`src/rtl/glcd_pkg.sv`:
```
// Shared types and codes for the graphic LCD bus cycle sequencer.
`default_nettype none

package glcd_pkg;

  localparam int unsigned STEP_W = 3;

  // Request kinds
  localparam logic [1:0] OP_INIT  = 2'd0;
  localparam logic [1:0] OP_WRITE = 2'd1;
  localparam logic [1:0] OP_READ  = 2'd2;
  localparam logic [1:0] OP_NONE  = 2'd3;

  // Bus cycle kinds
  localparam logic [2:0] KIND_BUSY   = 3'd0;
  localparam logic [2:0] KIND_INSTR  = 3'd1;
  localparam logic [2:0] KIND_DWRITE = 3'd2;
  localparam logic [2:0] KIND_DUMMY  = 3'd3;
  localparam logic [2:0] KIND_DREAD  = 3'd4;
  localparam logic [2:0] KIND_RESET  = 3'd5;

  // Controller instructions
  localparam logic [7:0] INSTR_DISPLAY_ON = 8'h3F;
  localparam logic [7:0] INSTR_SET_Y      = 8'h40;
  localparam logic [7:0] INSTR_SET_PAGE   = 8'hB8;
  localparam logic [7:0] INSTR_START_LINE = 8'hC0;

  // Step positions within a run
  localparam logic [STEP_W-1:0] STEP_0 = 3'd0;
  localparam logic [STEP_W-1:0] STEP_1 = 3'd1;
  localparam logic [STEP_W-1:0] STEP_2 = 3'd2;
  localparam logic [STEP_W-1:0] STEP_3 = 3'd3;
  localparam logic [STEP_W-1:0] STEP_4 = 3'd4;
  localparam logic [STEP_W-1:0] STEP_5 = 3'd5;
  localparam logic [STEP_W-1:0] STEP_6 = 3'd6;

  typedef struct packed {
    logic [1:0] opcode;
    logic [2:0] page;
    logic [6:0] column;
    logic [7:0] write_byte;
  } glcd_req_t;

  typedef struct packed {
    logic [2:0] cycle_kind;
    logic       chip_one_select;
    logic       chip_two_select;
    logic       register_select;
    logic       read_not_write;
    logic [7:0] bus_byte;
    logic       last_cycle;
  } glcd_cycle_t;

endpackage

`default_nettype wire

```
`src/rtl/glcd_cycle_decode.sv`:
```
// Maps a request and a step position to the bus cycle emitted at that step.
`default_nettype none

module glcd_cycle_decode (
  input  glcd_pkg::glcd_req_t            req,
  input  logic [glcd_pkg::STEP_W-1:0]    step,
  output glcd_pkg::glcd_cycle_t          cycle
);
  import glcd_pkg::*;

  logic cs1;

  assign cs1 = ~req.column[6];

  always_comb begin
    // Default: busy wait on both chips
    cycle                 = '0;
    cycle.cycle_kind      = KIND_BUSY;
    cycle.chip_one_select = 1'b1;
    cycle.chip_two_select = 1'b1;
    cycle.read_not_write  = 1'b1;
    if (req.opcode == OP_INIT) begin
      cycle.read_not_write = 1'b0;
      cycle.cycle_kind     = KIND_INSTR;
      case (step)
        STEP_0: begin
          cycle.cycle_kind = KIND_RESET;
        end
        STEP_1: cycle.bus_byte = INSTR_DISPLAY_ON;
        STEP_2: cycle.bus_byte = INSTR_SET_Y;
        STEP_3: cycle.bus_byte = INSTR_SET_PAGE;
        default: begin
          cycle.bus_byte   = INSTR_START_LINE;
          cycle.last_cycle = 1'b1;
        end
      endcase
    end else begin
      case (step)
        STEP_0, STEP_2, STEP_4: begin
        end
        STEP_1: begin
          cycle.cycle_kind     = KIND_INSTR;
          cycle.read_not_write = 1'b0;
          cycle.bus_byte       = INSTR_SET_PAGE + {5'd0, req.page};
        end
        STEP_3: begin
          cycle.cycle_kind     = KIND_INSTR;
          cycle.read_not_write = 1'b0;
          cycle.bus_byte       = INSTR_SET_Y + {2'd0, req.column[5:0]};
        end
        STEP_5: begin
          cycle.chip_one_select = cs1;
          cycle.chip_two_select = ~cs1;
          cycle.register_select = 1'b1;
          if (req.opcode == OP_WRITE) begin
            cycle.cycle_kind     = KIND_DWRITE;
            cycle.read_not_write = 1'b0;
            cycle.bus_byte       = req.write_byte;
            cycle.last_cycle     = 1'b1;
          end else begin
            cycle.cycle_kind = KIND_DUMMY;
          end
        end
        default: begin
          cycle.chip_one_select = cs1;
          cycle.chip_two_select = ~cs1;
          cycle.register_select = 1'b1;
          cycle.cycle_kind      = KIND_DREAD;
          cycle.last_cycle      = 1'b1;
        end
      endcase
    end
  end

endmodule

`default_nettype wire

```
`src/rtl/glcd_bus_cycle_sequencer.sv`:
```
// Top level: request register, step counter and output register for the LCD bus sequencer.
`default_nettype none

// Takes one request (initialize, write byte, read byte) for a two-chip 128x64
// graphic LCD and emits its bus cycles as words on the out_ channel, one word
// per clock when the sink does not stall. Initialize gives 5 words, write 6,
// read 7; the step counter over the held request sets that figure. The next
// request is taken in the clock in which the last word of the current run
// loads into the output register, so runs follow each other with no gap.
// Opcode 3 is taken and dropped without any word.
module glcd_bus_cycle_sequencer (
  input  logic                  clk,
  input  logic                  rst_n,
  input  logic                  in_valid,
  output logic                  in_stall,
  input  glcd_pkg::glcd_req_t   in_data,
  output logic                  out_valid,
  input  logic                  out_stall,
  output glcd_pkg::glcd_cycle_t out_data
);
  import glcd_pkg::*;

  logic              req_valid_r;
  glcd_req_t         req_r;
  logic [STEP_W-1:0] step_r;
  logic              out_valid_r;
  glcd_cycle_t       out_r;

  glcd_cycle_t       cycle;
  logic              out_load;
  logic              run_done;
  logic              in_take;

  glcd_cycle_decode u_decode (
    .req   (req_r),
    .step  (step_r),
    .cycle (cycle)
  );

  assign out_load = req_valid_r && (!out_valid_r || !out_stall);
  assign run_done = out_load && cycle.last_cycle;
  assign in_stall = req_valid_r && !run_done;
  assign in_take  = in_valid && !in_stall;

  always_ff @(posedge clk) begin
    if (!rst_n) begin
      req_valid_r <= 1'b0;
      step_r      <= STEP_0;
      out_valid_r <= 1'b0;
    end else begin
      if (in_take) begin
        // drop the unused opcode here
        req_valid_r <= (in_data.opcode != OP_NONE);
        step_r      <= STEP_0;
      end else if (run_done) begin
        req_valid_r <= 1'b0;
        step_r      <= STEP_0;
      end else if (out_load) begin
        step_r <= step_r + STEP_1;
      end
      if (out_load) begin
        out_valid_r <= 1'b1;
      end else if (!out_stall) begin
        out_valid_r <= 1'b0;
      end
    end
  end

  always_ff @(posedge clk) begin
    if (in_take) begin
      req_r <= in_data;
    end
    if (out_load) begin
      out_r <= cycle;
    end
  end

  assign out_valid = out_valid_r;
  assign out_data  = out_r;

endmodule

`default_nettype wire

```
`config.mk`:
```
export PLATFORM = sky130hd
export DESIGN_NAME = glcd_bus_cycle_sequencer
export DESIGN_NICKNAME = d
export VERILOG_FILES = /design/src/rtl/glcd_pkg.sv /design/src/rtl/glcd_cycle_decode.sv /design/src/rtl/glcd_bus_cycle_sequencer.sv
export SDC_FILE = /design/constraint.sdc
export NUM_CORES = 1
export LEC_CHECK = 0
export ABC_AREA = 1
export BUFFER_PORTS_ARGS = -buffer_cell sky130_fd_sc_hd__buf_2
export CORE_MARGIN = 2
export CORE_UTILIZATION = 45
export CTS_CLUSTER_DIAMETER = 60
export DETAILED_ROUTE_END_ITERATION = 7
export PLACE_DENSITY = 0.71
export SYNTH_ARGS = -nofsm -noshare
export SYNTH_HDL_FRONTEND = slang
export SYNTH_SLANG_ARGS = --single-unit
```
`constraint.sdc`:
```
create_clock -name clk -period 2.6 [get_ports clk]
set_clock_uncertainty 0.15 [all_clocks]
set_input_delay 0.26 -clock clk [delete_from_list [all_inputs] [get_ports clk]]
set_output_delay 0.26 -clock clk [all_outputs]
set_load 0.005 [all_outputs]
```
# Word level (Yosys, flattened, before mapping)
# Cells that the tools add are included.
word_totals:
  regBits: 41
  inputBits: 24
  out_inout_bits: 18
  word_cells: 60
classes:
  add_sub_neg: 3
  eq_ne: 8
  n_mux: 15
  bitwise_logic: 2
  reduce_logical: 18
ops:
  columns: ["op", "n"]
  rows:
  - ["one-hot mux 8 bit (4 select lines)", 1]
  - ["one-hot mux 9 bit (3 select lines)", 1]
  - ["two-way mux 10 bit", 1]
  - ["two-way mux 9 bit", 1]
  - ["one-hot mux 3 bit (3 select lines)", 1]
  - ["adder 7 x 6 -> 8 bit, first input constant", 1]
  - ["adder 8 x 3 -> 8 bit, first input constant", 1]
  - ["two-way mux 1 bit", 7]
  - ["== test 3 x 2 -> 1 bit, second input constant", 2]
  - ["== test 3 bit, second input constant", 2]
  - ["two-way mux 3 bit", 2]
  - ["OR reduction 3 bit", 2]
  - ["OR reduction 6 bit", 1]
  - ["OR reduction 5 bit", 1]
  - ["logical AND 1 bit", 4]
  - ["zero test 1 bit", 4]
  - ["OR reduction 4 bit", 1]
  - ["adder 3 x 1 -> 3 bit, second input constant", 1]
  - ["== test 3 x 1 -> 1 bit, second input constant", 1]
  - ["zero test 3 bit", 1]
  - ["== test 2 x 1 -> 1 bit, second input constant", 1]
  - ["zero test 2 bit", 1]
  - ["inequality test 2 x 1 -> 1 bit, second input constant", 1]
  - ["inequality test 2 bit, second input constant", 1]
  - ["5 further kinds", 6]

# Longest topological paths before layout
depth:
  ltp_word: 10
  mapped_depth: 10

# Cells and area by module
# Synthesis repeated with hierarchy kept, for this count alone.
unflattened:
  cells_unflattened: 156
  hier_area_um2: 1788.0
modules_own_cells:
  columns: ["module", "n_inst", "cells_each", "area_per_inst_um2"]
  rows:
  - ["glcd_bus_cycle_sequencer", 1, 74, 1370.1]
  - ["glcd_cycle_decode", 1, 82, 417.9]

# Least setup slack after synthesis
# Ideal clock, no wire load.
synth_timing:
  path_kind: "register to register"
  from: "register step_r[0]"
  to: "register req_r[0] (netlist name), enable pin"
  setup_time_ns: 0.381
  t_arrival_ns: 1.918
  required_ns: 2.069
  setup_slack_ns: 0.151
  path_stages_with_launch: 11
  n_path_buf: 1
  cell_sequence: "dfxtp_1 ha_1 ha_1 buf_2 inv_1 nand3_1 o21ai_2 nand3_2 nand2_2 inv_2 nor2_2"
synth_between:
  elab_chain_len: 9
  elab_cells_between_ends: 16
  classes_between: "eq/ne (5); mux (3); reduce/logical (8)"
synth_lines:
  columns: ["element", "line", "text"]
  rows:
  - ["from (decl)", "glcd_bus_cycle_sequencer.sv:25", "logic [STEP_W-1:0] step_r;"]
  - ["from (signal assigned)", "glcd_bus_cycle_sequencer.sv:59", "step_r <= step_r + STEP_1;"]
  - ["== test 3 x 2 -> 1 bit, or another cell as far along", "glcd_cycle_decode.sv:25, glcd_cycle_decode.sv:38", null]
  - ["OR reduction 5 bit (no line) / OR reduction 4 bit (equally long branches)", null, null]
  - ["one-hot mux 1 bit (2 select lines) / two-way mux 1 bit (equally long branches)", "glcd_cycle_decode.sv:38, glcd_cycle_decode.sv:25", null]
  - ["two-way mux 9 bit *", "glcd_cycle_decode.sv:22", "if (req.opcode == OP_INIT) begin"]
  - ["logical AND 1 bit *", "glcd_bus_cycle_sequencer.sv:41", "assign run_done = out_load && cycle.last_cycle;"]
  - ["zero test 1 bit *", "glcd_bus_cycle_sequencer.sv:42", "assign in_stall = req_valid_r && !run_done;"]
  - ["logical AND 1 bit *", "glcd_bus_cycle_sequencer.sv:42", null]
  - ["net in_stall", "glcd_bus_cycle_sequencer.sv:15", "output logic in_stall,"]
  - ["zero test 1 bit *", "glcd_bus_cycle_sequencer.sv:43", "assign in_take = in_valid && !in_stall;"]
  - ["logical AND 1 bit *", "glcd_bus_cycle_sequencer.sv:43", null]
  - ["net in_take", "glcd_bus_cycle_sequencer.sv:32", "logic in_take;"]
  - ["to (signal assigned)", "glcd_bus_cycle_sequencer.sv:71", "req_r <= in_data;"]
  - ["to (decl)", "glcd_bus_cycle_sequencer.sv:24", "glcd_req_t req_r;"]
# Mark *: on every way through the listed nets, which the timed path passes. The rest lies on a longest branch.
# A chain may end at the register's enable or synchronous reset.

# Worst setup path in the final report
layout_timing:
  from: "register step_r[0]"
  to: "output in_stall"
layout_between:
  elab_chain_len: 7
  elab_cells_between_ends: 14
  classes_between: "eq/ne (5); mux (3); reduce/logical (6)"
layout_lines:
  columns: ["element", "line"]
  rows:
  - ["== test 3 x 2 -> 1 bit, or another cell as far along", "glcd_cycle_decode.sv:25, glcd_cycle_decode.sv:38"]
  - ["OR reduction 5 bit (no line) / OR reduction 4 bit (equally long branches)", null]
  - ["one-hot mux 1 bit (2 select lines) / two-way mux 1 bit (equally long branches)", "glcd_cycle_decode.sv:38, glcd_cycle_decode.sv:25"]
  - ["two-way mux 9 bit *", "glcd_cycle_decode.sv:22"]
  - ["logical AND 1 bit *", "glcd_bus_cycle_sequencer.sv:41"]
  - ["zero test 1 bit *", "glcd_bus_cycle_sequencer.sv:42"]
  - ["logical AND 1 bit *", "glcd_bus_cycle_sequencer.sv:42"]
  - ["to (decl)", "glcd_bus_cycle_sequencer.sv:15"]
# Every way passes the cells marked *; elsewhere a longest branch is shown, timed or not.

==> out/results.ini <==
[timing]
layout_setup_ws_ns = 0.280
relSlewSlack = 0.777
rsz0062_at_grt = false
finalSetupTns_ns = 0
timing.final.crit_share = 0.892
worst_pin_slew_ns = 0.333
period_needed_ns = 2.32
hold_viol_final = 0
fmax_mhz = 431
setup_viol = 0
drv_slew = 0

[detailed_routing]
wl_per_cell_um = 12.4
vias_per_cell = 4.70
route.vias.total = 1231
drtPass1Iterations = 4
post-route-drc-count = 0
wl_mm = 3.25
ant_nets = 0
drt-initial-drc-count = 36

[clocking]
clock_latency_ns = 0.29
tritoncts = built
clkSinkCount = 41
clkTransAtPathRegs_ns = 0.07
cts_buffers = 5
clockRootBuffer = clkbuf_8
ctsLongestPathBuffers = 2
cts.htree.levels = 2

[global_routing]
overflow = 0
grt_use_total = 0.163
antenna_found_initial = 0
grt_pass1_wl_mm = 5.15
grt_start_max_net_pins = 21
grt_pass1_vias = 1169

[setup_path]
crit_arrival_ns = 1.91
r2r_slack_ns = 0.29
reg2reg_depth = 10
path_class = reg -> out
cp_max_fo = 9
worstPathRequired_ns = 2.19
critPathCaptureType = primary output
r2r-end = req_r[15]$_DFFE_PP_
r2r-start = step_r[0]$_SDFFE_PP0P_
start_kind = flop

[synth]
yosys.area.top_type_share = 0.620
syn_nets = 176
yosysUniqueCellTypes = 28
yosys.area.top_type = edfxtp_1
synth.avg_cell_area_um2 = 11.9
yosys-top-cells-count = edfxtp_1 (36), nand2_1 (35), inv_1 (16)
netlist_area_um2 = 1740
synth-edff-count = 36
yosys.cell_count.top_type = edfxtp_1
ys_seq_area_frac = 0.678
async_reset_ff_frac = 0
synth.ff_latch_count = 41
ys.flop_type = edfxtp_1
synthCells = 147
yosysWarningCount = 0
ys_top_cells_by_area = edfxtp_1 (62%), nand2_1 (7.5%), dfxtp_1 (5.7%)

[layout]
drive_gt1_frac = 0.294
final_nets = 242
regArea_um2 = 1180
finalInstanceArea_um2 = 2280
multi_input_area_um2 = 480
fillers = 305
syn_to_final_growth_pct = 30.7
diodes = 0

[worst_hold_path]
hold_end = req_r[14]$_DFFE_PP_
min_from = in_data[14]
hold_class = in -> reg
min_path_cells = 1

[placed_design]
routabilityCongestion = 0.868
detailed_place.area_um2 = 2020
hpwl_mm = 2.23
numPortBuffers = 41
dp_slack_ns = 0.304

[power_and_ir_drop]
p_total_mw = 1.31
ir_worst_vdd_mv = 0.362
power.density_nw_per_um2 = 575
leakagePower_nw = 1.00

[floorplanning]
start_util = 0.473
die_x_um = 66.2
die_h_um = 66.2
io_pins = 42
die-area_um2 = 4390
num_rows = 22
coreArea_um2 = 3690

[flow_run]
maxCapViolCount = 0

[status]
status = complete, no violations

[registers in the layout, summed over array words and instances, names as in the netlist]
register,cells
step_r,3
req_valid_r,1
out_valid,1
out_data,16
req_r,20
[cells in the final DEF (no fill, tap or decap)]
cell type / n
a21oi_1: 6
a22oi_1: 6
and2_1: 1
buf_2: 41
buf_4: 3
clkbuf_8: 5
clkinv_1: 1
clkinv_2: 1
clkinv_4: 1
dfxtp_1: 5
dlygate4sd3_1: 17
edfxtp_1: 36
ha_1: 5
inv_1: 16
inv_2: 3
nand2_1: 35
nand2_2: 2
nand2_4: 1
nand3_1: 2
nand3_2: 1
nand4_1: 1
nor2_1: 7
nor2_2: 1
nor2_4: 1
nor3_2: 1
o211ai_2: 1
o21ai_0: 5
o21ai_1: 1
o21ai_2: 1
o21bai_1: 2
o22ai_1: 1
o31ai_1: 1
or2_1: 2
xor2_1: 1
[power breakdown]
part | leakage (nW) | switching (mW) | internal [mW]
Combinational | 0.574 | 0.0748 | 0.0650
Clock | 0.0455 | 0.212 | 0.185
Sequential | 0.384 | 0.0120 | 0.761
[cell type report]
type / count / area share
timing repair buffer: 61 / 0.175
tap: 48 / 0.0264
clock buffer: 5 / 0.0302
clock inverter: 3 / 0.00769
multi-input combinational: 85 / 0.211
inverter: 19 / 0.0313
sequential: 41 / 0.519
[timing repair]
action	in CTS	in global routing
endpoints found under the hold margin	17	0
gates resized for setup	0	0
setup buffers	0	0
hold buffers	17	0
[metrics by stage]
step,instances,hold slack (ns),utilization
finish,262,0.0140,0.617
global route,262,0.00864,0.617
CTS,262,0.00318,0.617
global placement,237,0.287,0.548
floorplan,147,0.209,-
detailed placement,237,0.289,0.548
[layer usage]
metal  part of all wire  track usage
met5                  0            0
met4              0.023       0.0918
met3              0.047       0.0358
met1               0.41        0.188
met2               0.52        0.279
[worst max path at each step]
| stage | from | end | slack, ns | depth (start not counted) |
|---|---|---|---|---|
| floorplan | step_r[0]$_SDFFE_PP0P_ | req_r[0]$_DFFE_PP_ | 0.15 | 10 |
| global placement | step_r[0]$_SDFFE_PP0P_ | req_r[17]$_DFFE_PP_ | 0.40 | 10 |
| detailed placement | step_r[0]$_SDFFE_PP0P_ | req_r[16]$_DFFE_PP_ | 0.30 | 10 |
| CTS | step_r[0]$_SDFFE_PP0P_ | in_stall | 0.27 | 9 |
| global route | step_r[1]$_SDFFE_PP0P_ | in_stall | 0.14 | 9 |
| finish | step_r[0]$_SDFFE_PP0P_ | in_stall | 0.28 | 9 |
[worst max-delay path: stages, from the launching register on]
cell and delay (ns):
dfxtp_1 0.33, ha_1 0.22, ha_1 0.30, inv_1 0.15
nand3_1 0.10, o21ai_2 0.14, nand3_2 0.11, nand2_2 0.09
inv_2 0.05, buf_2 0.12
[kinds of logic (layout without fill, tap and decap cells)]
| group | Yosys count | count (layout) | share of synthesized area |
|---|---|---|---|
| buffers and inverters | 21 | 88 | 0.0467 |
| AOI/OAI and AO/OA | 24 | 24 | 0.0890 |
| adders and majority gates | 5 | 5 | 0.0359 |
| xor gates and xnor gates | 1 | 1 | 0.00503 |
| and+or+nand+nor | 55 | 55 | 0.146 |
| DFF | 41 | 41 | 0.678 |
Note: power is estimated with default switching activity, not from simulation.
